[config.mk]
export PLATFORM = sky130hd
export DESIGN_NAME = active_fault_list_unit
export DESIGN_NICKNAME = d
export VERILOG_FILES = /design/src/design/afl_pkg.sv /design/src/design/afl_ram.sv /design/src/design/afl_datapath.sv /design/src/design/afl_ctrl.sv /design/src/design/active_fault_list_unit.sv
export SDC_FILE = /design/constraint.sdc
export NUM_CORES = 1
export LEC_CHECK = 0
export ABC_AREA = 1
export BUFFER_PORTS_ARGS = -buffer_cell sky130_fd_sc_hd__buf_2
export CORE_ASPECT_RATIO = 1.2
export CORE_MARGIN = 4
export CORE_UTILIZATION = 40
export CTS_CLUSTER_DIAMETER = 50
export DETAILED_ROUTE_END_ITERATION = 8
export GPL_ROUTABILITY_DRIVEN = 0
export PLACE_DENSITY = 0.55
export SYNTH_ARGS = -nofsm -noshare
export SYNTH_HDL_FRONTEND = slang
export SYNTH_SLANG_ARGS = --single-unit
[constraint.sdc]
create_clock -name clk -period 5 [get_ports clk]
set_input_delay 1.5 -clock clk [delete_from_list [all_inputs] [get_ports clk]]
set_output_delay 1.5 -clock clk [all_outputs]
set_load 0.02 [all_outputs]
[src/design/afl_pkg.sv]
// Package for the active fault list: sizes, opcodes, FSM encoding and the
// command/status structs between controller and datapath. No dependencies.
`default_nettype none
package afl_pkg;

  localparam int DEPTH     = 16;
  localparam int CODE_BITS = 16;
  localparam int IN_CODE_W = 16;
  localparam int OP_W      = 2;
  localparam int IDX_W     = (DEPTH > 1) ? $clog2(DEPTH) : 1;
  localparam int CNT_W     = $clog2(DEPTH + 1);

  localparam logic [OP_W-1:0] OP_SET   = 2'd0;
  localparam logic [OP_W-1:0] OP_CLEAR = 2'd1;
  localparam logic [OP_W-1:0] OP_QUERY = 2'd2;

  typedef logic [CODE_BITS-1:0] code_t;
  typedef logic [CNT_W-1:0]     cnt_t;
  typedef logic [IDX_W-1:0]     idx_t;

  typedef enum logic [3:0] {
    ST_IDLE   = 4'b0001,
    ST_SEARCH = 4'b0010,
    ST_SHIFT  = 4'b0100,
    ST_FINISH = 4'b1000
  } state_t;

  typedef struct packed {
    logic load;
    logic search;
    logic shift;
    logic finish;
  } afl_cmd_t;

  typedef struct packed {
    logic match;
    logic miss;
    logic shift_done;
    logic is_clear;
  } afl_status_t;

endpackage
`default_nettype wire

[src/design/afl_ram.sv]
// Generic single-write, single-read RAM with registered read data.
// No dependencies.
`default_nettype none
module afl_ram #(
  parameter int WIDTH = 16,
  parameter int DEPTH = 16
) (
  input  wire logic                                  clk,
  input  wire logic                                  we,
  input  wire logic [((DEPTH > 1) ? $clog2(DEPTH) : 1)-1:0] waddr,
  input  wire logic [WIDTH-1:0]                      wdata,
  input  wire logic                                  re,
  input  wire logic [((DEPTH > 1) ? $clog2(DEPTH) : 1)-1:0] raddr,
  output logic      [WIDTH-1:0]                      rdata
);

  logic [WIDTH-1:0] mem [DEPTH];

  always_ff @(posedge clk) begin
    if (we) begin
      mem[waddr] <= wdata;
    end
    if (re) begin
      rdata <= mem[raddr];
    end
  end

endmodule
`default_nettype wire

[src/design/afl_datapath.sv]
// Datapath of the active fault list: entry RAM, scan pointer, count,
// sticky overflow and result registers. Uses afl_pkg and afl_ram.
`default_nettype none
module afl_datapath
  import afl_pkg::*;
(
  input  wire logic                clk,
  input  wire logic                rst_n,
  input  wire afl_cmd_t            cmd,
  input  wire logic [OP_W-1:0]     in_opcode,
  input  wire logic [IN_CODE_W-1:0] in_fault_code,
  output afl_status_t              status,
  output logic                     out_valid,
  output logic                     out_found,
  output logic [CNT_W-1:0]         out_entry_count,
  output logic                     out_overflow
);

  logic [OP_W-1:0] op_r;
  code_t           code_r;
  cnt_t            cnt_r, cnt_nxt;
  logic            ovf_r, ovf_nxt;
  logic            hit_r;
  cnt_t            ptr_r;
  logic            pend_r;
  idx_t            pend_idx_r;
  logic            valid_r, found_r, ovf_out_r;
  cnt_t            cnt_out_r;

  logic   rd_en, wr_en;
  idx_t   wr_addr;
  code_t  wr_data, rd_data;
  logic   more, match, is_set, room;

  assign more   = ptr_r < cnt_r;
  assign match  = pend_r && (rd_data == code_r);
  assign is_set = op_r == OP_SET;
  assign room   = cnt_r < CNT_W'(DEPTH);

  assign status.match      = match;
  assign status.miss       = !pend_r && !more;
  assign status.shift_done = !pend_r && !more;
  assign status.is_clear   = op_r == OP_CLEAR;

  // read issue: search and shift both walk ptr_r, unless a hit ends the search
  assign rd_en = more && (cmd.shift || (cmd.search && !match));

  always_comb begin
    wr_en   = 1'b0;
    wr_addr = pend_idx_r;
    wr_data = rd_data;
    if (cmd.shift && pend_r) begin
      wr_en   = 1'b1;
      wr_addr = IDX_W'(pend_idx_r - 1'b1);
    end else if (cmd.finish && is_set && room) begin
      wr_en   = 1'b1;
      wr_addr = cnt_r[IDX_W-1:0];
      wr_data = code_r;
    end
  end

  always_comb begin
    cnt_nxt = cnt_r;
    ovf_nxt = ovf_r;
    if (is_set) begin
      if (room) begin
        cnt_nxt = cnt_r + 1'b1;
      end else begin
        ovf_nxt = 1'b1;
      end
    end else if (status.is_clear && hit_r) begin
      cnt_nxt = cnt_r - 1'b1;
    end
  end

  afl_ram #(
    .WIDTH (CODE_BITS),
    .DEPTH (DEPTH)
  ) u_ram (
    .clk   (clk),
    .we    (wr_en),
    .waddr (wr_addr),
    .wdata (wr_data),
    .re    (rd_en),
    .raddr (ptr_r[IDX_W-1:0]),
    .rdata (rd_data)
  );

  always_ff @(posedge clk) begin
    if (!rst_n) begin
      cnt_r     <= '0;
      ovf_r     <= 1'b0;
      pend_r    <= 1'b0;
      valid_r   <= 1'b0;
      cnt_out_r <= '0;
      ovf_out_r <= 1'b0;
      found_r   <= 1'b0;
    end else begin
      valid_r <= 1'b0;
      if (cmd.load) begin
        op_r   <= in_opcode;
        code_r <= in_fault_code[CODE_BITS-1:0];
        ptr_r  <= '0;
        pend_r <= 1'b0;
        hit_r  <= 1'b0;
      end else if (cmd.search && match) begin
        hit_r  <= 1'b1;
        ptr_r  <= CNT_W'({1'b0, pend_idx_r}) + 1'b1;
        pend_r <= 1'b0;
      end else if (cmd.search || cmd.shift) begin
        pend_r <= rd_en;
        if (rd_en) begin
          pend_idx_r <= ptr_r[IDX_W-1:0];
          ptr_r      <= ptr_r + 1'b1;
        end
      end
      if (cmd.finish) begin
        cnt_r     <= cnt_nxt;
        ovf_r     <= ovf_nxt;
        valid_r   <= 1'b1;
        found_r   <= hit_r;
        cnt_out_r <= cnt_nxt;
        ovf_out_r <= ovf_nxt;
      end
    end
  end

  assign out_valid       = valid_r;
  assign out_found       = found_r;
  assign out_entry_count = cnt_out_r;
  assign out_overflow    = ovf_out_r;

endmodule
`default_nettype wire

[src/design/afl_ctrl.sv]
// Controller FSM of the active fault list: sequences search, shift and
// finish over the datapath. Uses afl_pkg.
`default_nettype none
module afl_ctrl
  import afl_pkg::*;
(
  input  wire logic        clk,
  input  wire logic        rst_n,
  input  wire logic        start,
  input  wire afl_status_t status,
  output afl_cmd_t         cmd,
  output logic             busy
);

  state_t state_r, state_nxt;

  always_comb begin
    state_nxt = state_r;
    unique case (state_r)
      ST_IDLE: begin
        if (start) begin
          state_nxt = ST_SEARCH;
        end
      end
      ST_SEARCH: begin
        if (status.match) begin
          state_nxt = status.is_clear ? ST_SHIFT : ST_FINISH;
        end else if (status.miss) begin
          state_nxt = ST_FINISH;
        end
      end
      ST_SHIFT: begin
        if (status.shift_done) begin
          state_nxt = ST_FINISH;
        end
      end
      ST_FINISH: begin
        state_nxt = ST_IDLE;
      end
      default: begin
        state_nxt = ST_IDLE;
      end
    endcase
  end

  always_ff @(posedge clk) begin
    if (!rst_n) begin
      state_r <= ST_IDLE;
    end else begin
      state_r <= state_nxt;
    end
  end

  assign busy       = state_r != ST_IDLE;
  assign cmd.load   = (state_r == ST_IDLE) && start;
  assign cmd.search = state_r == ST_SEARCH;
  assign cmd.shift  = state_r == ST_SHIFT;
  assign cmd.finish = state_r == ST_FINISH;

endmodule
`default_nettype wire

[src/design/active_fault_list_unit.sv]
// Top level of the active fault list: controller and datapath joined.
// Uses afl_pkg, afl_ctrl and afl_datapath.
//
// Usage
//   Command channel: drive in_opcode and in_fault_code with start high; the
//   transfer happens at the rising edge where start is high and busy low.
//   Opcodes: set appends the code, clear removes its first copy and closes
//   the gap, query only looks. The unused opcode behaves as a query.
//   Result channel: out_valid is high for exactly one cycle per command,
//   carrying out_found (code present before the command), out_entry_count
//   (entries after it) and out_overflow (sticky, raised by a set on a full
//   list). The receiver cannot stall; the result is taken in that cycle.
//   Sequencing: the search walks the entry RAM one entry per cycle through its
//   single registered read port; a clear with a hit then shifts the later
//   entries down, one per cycle. A finish step follows and the result
//   appears in the cycle after it. Busy drops in the cycle the result is
//   shown, so a new command may be transferred then.
//   Reset: synchronous, active low; it empties the list and clears the
//   overflow flag. RAM contents are not cleared; only entries below the
//   count are ever read.
`default_nettype none
module active_fault_list_unit
  import afl_pkg::*;
(
  input  wire logic                 clk,
  input  wire logic                 rst_n,
  input  wire logic                 start,
  output logic                      busy,
  input  wire logic [OP_W-1:0]      in_opcode,
  input  wire logic [IN_CODE_W-1:0] in_fault_code,
  output logic                      out_valid,
  output logic                      out_found,
  output logic [CNT_W-1:0]          out_entry_count,
  output logic                      out_overflow
);

  afl_cmd_t    cmd;
  afl_status_t status;

  // sequencing only; all state of the list lives in the datapath
  afl_ctrl u_ctrl (
    .clk    (clk),
    .rst_n  (rst_n),
    .start  (start),
    .status (status),
    .cmd    (cmd),
    .busy   (busy)
  );

  afl_datapath u_dp (
    .clk             (clk),
    .rst_n           (rst_n),
    .cmd             (cmd),
    .in_opcode       (in_opcode),
    .in_fault_code   (in_fault_code),
    .status          (status),
    .out_valid       (out_valid),
    .out_found       (out_found),
    .out_entry_count (out_entry_count),
    .out_overflow    (out_overflow)
  );

`ifndef SYNTH
  // an accepted command keeps the block busy in the next cycle
  assert property (@(posedge clk) disable iff (!rst_n)
    (start && !busy) |=> busy)
    else $error("accepted command did not raise busy");

  // a result only follows a busy cycle (the finish step)
  assert property (@(posedge clk) disable iff (!rst_n)
    out_valid |-> $past(busy))
    else $error("result strobe without a command in flight");

  // the count never exceeds the list depth
  assert property (@(posedge clk) disable iff (!rst_n)
    out_valid |-> (out_entry_count <= CNT_W'(DEPTH)))
    else $error("entry count beyond depth");

  // overflow is sticky until reset
  assert property (@(posedge clk) disable iff (!rst_n)
    ($past(rst_n) && $past(out_overflow)) |-> out_overflow)
    else $error("overflow flag dropped without reset");
`endif

endmodule
`default_nettype wire

==> results of run 1 <==
[worst reg2reg max path, cell delays in order, from the launching register on]
cell     delay [ns]
dfxtp_1        0.40
nor2_2         0.08
nand3_2        0.09
inv_2          0.05
nand3_2        0.05
buf_4          0.34
nor3b_1        0.40
nor3_4         0.08
inv_2          0.08
nand2_2        0.10
nor2_2         0.71
[metal layers]
metal / wire, microns / GRT usage [%]
met3: 1370 / 3.00
met5: 0 / 0
met4: 1130 / 6.72
met2: 15800 / 29.4
met1: 14600 / 24.3
[layout make-up]
type / instances / area, sq um / share of cell area, %
flip-flops and latches: 313 / 9270 / 60.1
multi-input cells: 583 / 3440 / 22.3
clock buffers: 41 / 951 / 6.16
well taps: 450 / 563 / 3.65
inverters: 135 / 507 / 3.28
repair buffers: 56 / 360 / 2.34
clock inverters: 25 / 345 / 2.24
[per-stage QoR]
stage                     util, %  instance area (sq um)  worst slack (ns)  hold slack, ns  total power, uW
after detailed placement     42.8                  14100              1.94           0.461             3080
final                        46.7                  15400              2.18           0.462             5880
after CTS                    46.7                  15400              2.14           0.470             5940
after global placement       42.8                  14100              2.05           0.456             3080
after global routing         46.7                  15400              2.01           0.492             6080
after floorplan                 -                  13400              1.95           0.452             3020
[layout by cell type (no fill, tap or decap), types with 9 or more instances in the layout]
cell type / count
ha_1: 9
mux2i_1: 64
o211ai_1: 64
nand4_1: 11
buf_4: 26
nand2_1: 129
inv_2: 9
clkbuf_16: 37
o21ai_0: 110
nor2_2: 22
dfxtp_1: 13
nand3_1: 16
nand2_2: 9
buf_2: 29
inv_1: 124
nor2_1: 40
a21oi_1: 80
edfxtp_1: 300
[how the worst min path moves through the flow]
stage | startpoint | to | slack, ns | cells after the start
6_report | u_dp.out_found | u_dp.out_found | 0.46 | 2
5_1_grt | u_dp.out_found | u_dp.out_found | 0.49 | 2
4_1_cts | u_dp.out_found | u_dp.out_found | 0.47 | 2
3_5_place_dp | u_dp.out_found | u_dp.out_found | 0.46 | 2
3_3_place_gp | u_dp.out_overflow | u_dp.out_overflow | 0.46 | 2
2_1_floorplan | u_dp.ptr_r[3] | u_dp.pend_idx_r[3] | 0.45 | 0
[power by group through the flow]
stage          Combinational [uW]  Clock [uW]  Sequential (uW)
2_1_floorplan                 109           0             2910
3_3_place_gp                  165           0             2920
3_5_place_dp                  166           0             2910
4_1_cts                       167        2910             2860
5_1_grt                       183        3030             2860
6_report                      165        2860             2860
[cell families after synthesis]
family / count (synthesis) / share of synthesized area (%)
buffers and inverters: 182 / 5.40
adders and majority gates: 10 / 0.991
DFF: 313 / 69.2
AOI/OAI and AO/OA: 265 / 11.4
and+or+nand+nor: 240 / 7.98
muxes: 64 / 4.78
xor gates and xnor gates: 4 / 0.262
[flip-flops by register name (all words and copies together) (netlist names), 2 cells and up]
| signal | flops |
|---|---|
| u_ctrl.state_r | 4 |
| u_dp.op_r | 2 |
| u_dp.pend_idx_r | 4 |
| u_dp.u_ram.mem | 256 |
| u_dp.u_ram.rdata | 16 |
| u_dp.ptr_r | 5 |
| u_dp.out_entry_count | 5 |
| u_dp.code_r | 16 |
==> summary.md, run 1 <==
| Metric | Value |
|---|---|
| HP Class | flop to flop |
| Top Ports | 30 |
| Worst Path Max Fanout | 3 |
| Worst Setup SP | u_ctrl.state_r[3] |
| Clock share of power | 48.6% |
| Routed vias | 8153 |
| Grt total ovfl | 0 |
| Ys flop type | edfxtp_1 |
| Logic pwr share | 2.8% |
| Row cnt | 73 |
| DR WL/cell | 20.6 microns |
| Number of hold buffers added after CTS | 0 |
| Power per cell area | 381 nW/um^2 |
| Setup violators final | 0 |
| Die Footprint | 36500 sq um |
| Max Cap Violations | 0 |
| Critical Path RT | 3.50 ns |
| Slew headroom | 22.4% |
| Status | completed |
| Antenna cells | 0 |
| Pleak | 0.00573 uW |
| Delay-heaviest family, CP | flip-flops |
| Power Internal | 4700 uW |
| Area Growth Syn to Fin | 15.3% |
| Stages on worst setup path | 3 |
| Tightest Pin Transition | 1.16 ns |
| Syn Inst Count | 1078 |
| Routed Antenna Nets | 0 |
| NumNets Final | 1157 |
| P_sw | 1190 uW |
| Post-cts resize count | 0 |
| First-pass GRT wire length | 49200 microns |
| Critical-path cell list | inv_1 -> nand4_1 -> buf_2 |
| Synth area leaders | edfxtp_1, mux2i_1, o21ai_0, nand2_1, o211ai_1 |
| Dpl hpwl | 21200 microns |
| All-layer global routing usage | 18.0% |
| Mapped Nets | 1109 |
| Setup TNS | 0 ns |
| Reg clk slew, reported paths | 0.06 ns |
| Sequential power share | 48.6% |
| Netlist cell types | 39 |
| Vias in the first global route | 7889 |
| Initial antenna violation count | 0 |
| Die width | 175 microns |
| Root Buffer | clkbuf_16 |
| Critical path capture point type | primary output |
| CTS buffer count | 37 |
| Final Hold Fails | 0 |
| Final max-slew violation count | 0 |
| Die Y | 208 microns |
| CTS tree | done |
| Final instance count without filler cells | 1603 |
| Peak supply drop | 192 uV |
| Final Cycle Share | 56.3% |
| Vias per cell | 5.09 |
| Seq cells post-synth | 313 |
| DRC | 0 |
| Clock latency on the worst-skew pair | 0.53 ns |
| Largest area contributor in the synthesized netlist | edfxtp_1 |
| Fill count | 3017 |
| Setup crit end | busy |
| Worst EP arrival | 1.32 ns |
| Longest Clk Path Bufs | 3 |
| Worst clock skew | 0.0186 ns |
| EDFF count, synth | 300 |
| CTS Sinks | 313 |
| Number of port buffers | 29 |
| Tmin final | 2.82 ns |
| CORE AREA | 33100 sq um |
| Top post-synthesis cells by count | edfxtp_1, nand2_1, inv_1 |
| Worst setup path class | flop to primary output |
| FFs w/ async S/R, synth | 0% |
| Final WL | 33000 microns |
| Largest net degree at the start of global routing | 133 |
| Post-synthesis sequential area ratio | 69.2% |
| Worst reg2reg path depth | 10 |
| Critical Path Slowest Stage Cell | dfxtp_1 |
| DRT iter0 DRCs | 774 |
| Mapped cell area | 13400 sq um |
| R2R setup slack | 2.24 ns |
| Crit Reg-Reg Endpoint | u_dp.u_ram.mem[0][10] |
| First-pass DRT Iterations | 5 |
| Largest stage delay, worst path | 0.41 ns |
| Switching Share | 20.2% |
| Synth Area per Inst | 12.4 sq um |
| Number of placed instances with taps included | 1537 |
| Yosys top cell area share | 67.3% |
| Critical path buffers and inverters | 2 |
| Critical path startpoint category | flop |
| Initial Utilization | 40.5% |
| Most frequent cell after synthesis | edfxtp_1 |
| Buffer count from post-CTS setup fixing | 0 |
| Synthesis warning total | 0 |
| RR Startpoint | u_ctrl.state_r[0] |
| Unrepaired setup endpoints after global routing | false |
| Share of layout cells above drive strength 1 | 14.6% |
| CTS H-tree lvls | 2 |
| Max Fclk | 0.355 GHz |
No activity file was read; power rests on OpenSTA's default activity.
==> run 2, diff against run 1 <==
PLACE_DENSITY = 0.57   (was 0.55)
clock period = 2.53 ns   (was 5 ns; I/O delays follow)
==> summary.md, run 2 (same netlist as run 1, synthesis figures left out) <==
| Metric | Value |
|---|---|
| Routed vias | 8246 (was 8153) |
| Vias in the first global route | 8148 (was 7889) |
| Grt total ovfl | 0 (unchanged) |
| Slew headroom | 54.8% (was 22.4%) |
| CTS H-tree lvls | 1 (was 2) |
| Regs by FF count | u_dp.u_ram.mem (256), u_dp.code_r (16), u_dp.u_ram.rdata (16) (unchanged) |
| Pleak | 0.00581 uW (was 0.00573 uW) |
| Max Fclk | 0.442 GHz |
| Number of flip-flops in the largest register | 256 (unchanged) |
| Initial Utilization | 40.5% (unchanged) |
| Final Cycle Share | 89.5% |
| Critical path startpoint category | flop (unchanged) |
| Critical-path cell list | nor2_2 -> nand3_2 -> inv_2 -> nand3_2 -> nor2_1 -> nor3_4 -> inv_2 -> nand2_2 -> nor2_2 -> buf_4 (was inv_1 -> nand4_1 -> buf_2) |
| Share of layout cells above drive strength 1 | 15.8% (was 14.6%) |
| Top Ports | 30 (unchanged) |
| Dpl hpwl | 20000 microns (was 21200 microns) |
| Critical Path RT | 2.77 ns (was 3.50 ns) |
| Final max-slew violation count | 0 (unchanged) |
| Number of port buffers | 29 (unchanged) |
| Max Cap Violations | 0 (unchanged) |
| Area Growth Syn to Fin | 16.1% (was 15.3%) |
| All-layer global routing usage | 17.2% (was 18.0%) |
| Status | completed (unchanged) |
| Clock latency on the worst-skew pair | 0.59 ns (was 0.53 ns) |
| Final core utilization | 47.0% (was 46.7%) |
| Worst EP arrival | 2.51 ns (was 1.32 ns) |
| Power per cell area | 682 nW/um^2 (was 381 nW/um^2) |
| Largest stage delay, worst path | 0.35 ns (was 0.41 ns) |
| CTS tree | done (unchanged) |
| Die width | 175 microns (unchanged) |
| Final Hold Fails | 0 (unchanged) |
| Tightest Pin Transition | 0.677 ns (was 1.16 ns) |
| Row cnt | 73 (unchanged) |
| Tmin final | 2.26 ns |
| First-pass DRT Iterations | 5 (unchanged) |
| DR WL/cell | 19.6 microns (was 20.6 microns) |
| Largest net degree at the start of global routing | 68 (was 133) |
| Longest Clk Path Bufs | 3 (unchanged) |
| First-pass GRT wire length | 48200 microns (was 49200 microns) |
| CORE AREA | 33100 sq um (unchanged) |
| DRT iter0 DRCs | 693 (was 774) |
| Worst setup path class | flop to flop (was flop to primary output) |
| Peak supply drop | 569 uV (was 192 uV) |
| Antenna cells | 0 (unchanged) |
| CTS Sinks | 313 (unchanged) |
| Register name with the most flops | u_dp.u_ram.mem (unchanged) |
| Commonest non-fill, non-tap cell in the layout | edfxtp_1 (unchanged) |
| Final instance area | 15500 sq um (was 15400 sq um) |
| Root Buffer | clkbuf_16 (unchanged) |
| Most frequent cells in the layout | edfxtp_1, nand2_1, inv_1 (unchanged) |
| Worst clock skew | 0.0256 ns (was 0.0186 ns) |
| Critical Path Slowest Stage Cell | dfxtp_1 (unchanged) |
| Critical path capture point type | flop (was primary output) |
| Die Y | 208 microns (unchanged) |
| CTS buffer count | 31 (was 37) |
| Initial antenna violation count | 0 (unchanged) |
| HP Class | input pin to flop (was flop to flop) |
| Reg clk slew, reported paths | 0.06 ns (about the same) |
| Post-cts resize count | 0 (unchanged) |
| Setup TNS | 0 ns (unchanged) |
| Fill count | 2961 (was 3017) |
| DRC | 0 (unchanged) |
| Number of hold buffers added after CTS | 0 (unchanged) |
| Vias per cell | 5.08 (was 5.09) |
| Routed Antenna Nets | 0 (unchanged) |
| Unrepaired setup endpoints after global routing | false (unchanged) |
| Die Footprint | 36500 sq um (unchanged) |
| Setup violators final | 0 (unchanged) |
| Worst Path Max Fanout | 14 (was 3) |
| Placed inst area | 14500 sq um (was 14100 sq um) |
| NumNets Final | 1181 (was 1157) |
| Buffer count from post-CTS setup fixing | 0 (unchanged) |
| Final WL | 31800 microns (was 33000 microns) |
[run 2: cell count changes in the layout (fill, tap and decap cells not counted), sizes merged]
| cell | delta |
|---|---|
| buf | +30 |
| clkbuf | -7 |
| clkinv | +6 |
| bufinv | -4 |
| clkinvlp | -2 |
| inv | -2 |
[run 2: layout make-up]
type	count	area, sq um	share of cell area, %
multi-input cells	583	3440	22.1
inverters	135	507	3.26
well taps	450	563	3.62
flip-flops and latches	313	9270	59.6
clock inverters	23	236	1.52
clock buffers	34	787	5.06
repair buffers	86	748	4.81
[run 2: worst max-delay path, delay by kind of cell, from the launching register on]
| family | cells | cell delay [ns] |
|---|---|---|
| DFF | 1 | 0.35 |
| and+or+nand+nor | 7 | 1.05 |
| buffers and inverters | 3 | 0.52 |
[run 2: power breakdown]
group	internal (uW)	switching [uW]	leakage [uW]
Combinational	113	216	0.00250
Sequential	5630	15.5	0.00281
Clock	2660	1960	0.000503
[run 2: layer usage]
layer	track usage (%)	up-vias	wire length, microns
met4	4.85	0	704
met5	0	-	0
met3	2.31	35	1300
met1	22.7	4049	14000
li1	-	4000	-
met2	29.8	162	15700
[run 2: final timing paths]
check                    startpoint              endpoint  slack, ns  depth (start not counted)
hold / removal    in_fault_code[10]       u_dp.code_r[10]       0.35                          1
hold reg to reg   u_dp.out_overflow     u_dp.out_overflow       0.47                          2
setup / recovery  u_ctrl.state_r[0]  u_dp.u_ram.mem[1][4]       0.27                         10
setup reg to reg  u_ctrl.state_r[0]  u_dp.u_ram.mem[1][4]       0.27                         10
[run 2: per-stage QoR]
stage               hold WS [ns]  cells  worst slack, ns  total power [uW]
floorplan                  0.452   1078            0.187              5970
global placement           0.454   1567            0.271              6090
detailed placement         0.458   1567            0.235              6090
CTS                        0.318   1624            0.235             10700
global route               0.326   1624           0.0958             10900
finish                     0.346   1624            0.266             10600
==> run 3, diff against run 2 <==
ABC_AREA = default   (was 1)
CORE_ASPECT_RATIO = default   (was 1.2)
PLACE_DENSITY = default   (was 0.57)
==> summary.md, run 3 <==
| Metric | Value |
|---|---|
| Status | finished with violations (was completed) |
| Failing checks | negative setup slack |
| CTS Sinks | 313 (unchanged) |
| Die Y | 185 microns (was 208 microns) |
| Regs by FF count | u_dp.u_ram.mem (256), u_dp.code_r (16), u_dp.u_ram.rdata (16) (unchanged) |
| Most frequent cells in the layout | edfxtp_1, mux4_2, nand2_1 (was edfxtp_1, nand2_1, inv_1) |
| Critical path startpoint category | flop (unchanged) |
| Commonest non-fill, non-tap cell in the layout | edfxtp_1 (unchanged) |
| Number of placed instances with taps included | 1105 (was 1567) |
| Hold Path Stages | 1 (unchanged) |
| Top layer in use | met4 (unchanged) |
| Syn Inst Count | 647 (was 1078) |
| Met1 wire length | 12200 microns (was 14000 microns) |
| Worst EP arrival | 2.80 ns (was 2.51 ns) |
| Netlist cell types | 54 (was 39) |
| CORE AREA | 30700 sq um (was 33100 sq um) |
| Final max-slew violation count | 0 (unchanged) |
| Hold EP | u_dp.code_r[4] (was u_dp.code_r[10]) |
| Most frequent cell after synthesis | edfxtp_1 (unchanged) |
| All-layer global routing usage | 16.7% (was 17.2%) |
| Final setup margin | -0.0190 ns (was 0.266 ns) |
| Synth Area per Inst | 19.4 sq um (was 12.4 sq um) |
| Fill count | 2467 (was 2961) |
| Max Fclk | 0.392 GHz (was 0.442 GHz) |
| Register name with the most flops | u_dp.u_ram.mem (unchanged) |
| Worst setup path class | flop to flop (unchanged) |
| Tmin final | 2.55 ns (was 2.26 ns) |
| Max Cap Violations | 0 (unchanged) |
| CTS tree | done (unchanged) |
| Switching Share | 19.6% (was 20.7%) |
| Top post-synthesis cells by count | edfxtp_1, mux4_2, nand2_1 (was edfxtp_1, nand2_1, inv_1) |
| PnR Total Power | 11200 uW (was 10600 uW) |
| Final core utilization | 50.2% (was 47.0%) |
| Share of layout cells above drive strength 1 | 36.1% (was 15.8%) |
| Clock share of power | 46.7% (was 43.6%) |
| Hold WS | 0.402 ns (was 0.346 ns) |
| Tightest Pin Transition | 0.534 ns (was 0.677 ns) |
| Root Buffer | clkbuf_16 (unchanged) |
| Routed Antenna Nets | 0 (unchanged) |
| Crit Reg-Reg Endpoint | u_dp.ptr_r[2] (was u_dp.u_ram.mem[1][4]) |
| Final WL | 28600 microns (was 31800 microns) |
| Vias per cell | 5.46 (was 5.08) |
| Area of the multi-input gates | 3340 sq um (was 3440 sq um) |
| DR WL/cell | 24.1 microns (was 19.6 microns) |
| Final instance count without filler cells | 1188 (was 1624) |
| Seq cells post-synth | 313 (unchanged) |
| Power per cell area | 722 nW/um^2 (was 682 nW/um^2) |
| Die width | 185 microns (was 175 microns) |
| NumNets Final | 796 (was 1181) |
| Final Hold Fails | 0 (unchanged) |
| Largest area contributor in the synthesized netlist | edfxtp_1 (unchanged) |
| DRC | 0 (unchanged) |
| Vias in the first global route | 6803 (was 8148) |
| Number of hold buffers added after CTS | 0 (unchanged) |
| Yosys top cell area share | 71.8% (was 67.3%) |
| Largest net degree at the start of global routing | 68 (unchanged) |
| Unrepaired setup endpoints after global routing | true (was false) |
| FF+latch area | 9270 sq um (about the same) |
| Post-synthesis sequential area ratio | 73.9% (was 69.2%) |
| First-pass GRT wire length | 42400 microns (was 48200 microns) |
| Clock latency on the worst-skew pair | 0.54 ns (was 0.59 ns) |
| Worst Path Max Fanout | 4 (was 14) |
| Die Footprint | 34300 sq um (was 36500 sq um) |
| Critical path capture point type | flop (unchanged) |
| Initial antenna violation count | 0 (unchanged) |
| Placed inst area | 13800 sq um (was 14500 sq um) |
| Setup violators final | 2 (was 0) |
| Ys flop type | edfxtp_1 (unchanged) |
| Synth area leaders | edfxtp_1, mux4_2, dfxtp_1, nand2_1, xnor2_1 (was edfxtp_1, mux2i_1, o21ai_0, nand2_1, o211ai_1) |
| Final Cycle Share | 101% (was 89.5%) |
| HP Class | input pin to flop (unchanged) |
| Pleak | 0.00509 uW (was 0.00581 uW) |
| Power Internal | 8960 uW (was 8410 uW) |
| R2R setup slack | -0.02 ns (was 0.27 ns) |
| Grt total ovfl | 0 (unchanged) |
| CTS buffer count | 37 (was 31) |
| Number of flip-flops in the largest register | 256 (unchanged) |
| RR Startpoint | u_dp.u_ram.rdata[11] (was u_ctrl.state_r[0]) |
| Area Growth Syn to Fin | 23.0% (was 16.1%) |
| Routed vias | 6489 (was 8246) |
| Critical Path RT | 2.78 ns (was 2.77 ns) |
| Mapped Nets | 678 (was 1109) |
| Wire length on met3 | 1270 microns (was 1300 microns) |
| First-pass DRT Iterations | 5 (unchanged) |
| Dpl hpwl | 15900 microns (was 20000 microns) |
| Row cnt | 64 (was 73) |
| Peak supply drop | 391 uV (was 569 uV) |
| Metal2 WL | 14300 microns (was 15700 microns) |
| FFs w/ async S/R, synth | 0% (unchanged) |
| Slew headroom | 64.3% (was 54.8%) |
| Worst clock skew | 0.0293 ns (was 0.0256 ns) |
| Initial Utilization | 40.8% (was 40.5%) |
| CTS H-tree lvls | 2 (was 1) |
| Longest Clk Path Bufs | 3 (unchanged) |
| Worst reg2reg path depth | 8 (was 10) |
| Sequential power share | 50.7% (was 53.3%) |
| Mapped cell area | 12600 sq um (was 13400 sq um) |
| Antenna cells | 0 (unchanged) |
| Hold_sp | in_fault_code[4] (was in_fault_code[10]) |
| P_sw | 2190 uW (about the same) |
| Top Ports | 30 (unchanged) |
| EDFF count, synth | 300 (unchanged) |
| Number of port buffers | 29 (unchanged) |
| Final instance area | 15400 sq um (was 15500 sq um) |
| Synthesis warning total | 0 (unchanged) |
| DRT iter0 DRCs | 491 (was 693) |
| Logic pwr share | 2.5% (was 3.1%) |
| Reg clk slew, reported paths | 0.06 ns (about the same) |
-- run 3: critical path: stages, from the launching register on --
cell and delay, ns:
edfxtp_1 0.39, nor2b_4 0.15, a2111oi_4 0.32, nand4_1 0.23, nor4_4 0.37, mux2_4 0.35
ha_4 0.17, and3b_1 0.24, nor3_2 0.05
-- run 3: how the worst max path moves through the flow --
| stage | from | end |
|---|---|---|
| CTS | u_ctrl.state_r[0] | u_dp.u_ram.mem[13][5] |
| finish | u_dp.u_ram.rdata[11] | u_dp.ptr_r[2] |
| floorplan | u_ctrl.state_r[0] | u_dp.u_ram.mem[5][0] |
| global placement | u_dp.code_r[7] | u_dp.ptr_r[4] |
| global route | u_ctrl.state_r[0] | u_dp.u_ram.mem[13][10] |
| detailed placement | u_dp.code_r[8] | u_dp.ptr_r[4] |
-- run 3: timing repair --
item	4_1_cts	5_1_grt
setup endpoints to repair	215	209
pin swaps	7	12
buffers inserted	7	6
gates resized for setup	15	24
cloned	1	4
endpoints found under the hold margin	0	0
-- run 3: through the flow --
step	TNS, ns	worst slack, ns
4_1_cts	-0.160	-0.0216
3_3_place_gp	-0.369	-0.0695
3_5_place_dp	-6.67	-0.125
5_1_grt	-9.33	-0.106
6_report	-0.0303	-0.0190
2_1_floorplan	-31.69	-0.165
-- run 3: power groups by stage --
stage	sequential (uW)	combinational [uW]	clock [uW]
5_1_grt	5650	307	5570
3_3_place_gp	5760	270	0
2_1_floorplan	5760	174	0
4_1_cts	5660	282	5310
6_report	5660	284	5210
3_5_place_dp	5760	274	0
-- run 3: routing by layer --
layer  GRT usage [%]  vias to the layer above
met5               0                        -
met4            5.81                        0
met3            2.49                       51
met2            28.2                      147
met1            22.5                     3431
li1                -                     2860
-- run 3: cell type report --
cell class / instances / area share [%]
Tap cell: 396 / 3.21
Clock buffer: 45 / 6.33
Inverter: 14 / 0.340
Timing Repair Buffer: 104 / 6.94
Multi-Input combinational cell: 295 / 21.6
Sequential cell: 313 / 60.0
Clock inverter: 21 / 1.52
-- run 3: cells by family (layout without fill, tap and decap cells) --
kind of cell    count (synthesis)  after routing  synth area share, %
flops                         313            313                 73.9
simple gates                  140            140                 5.46
mux                            84             84                 14.7
compound gates                 43             43                 2.37
buf+inv                        39            184                 1.32
xor+xnor                       18             18                 1.26
fa+ha+maj                      10             10                 1.06
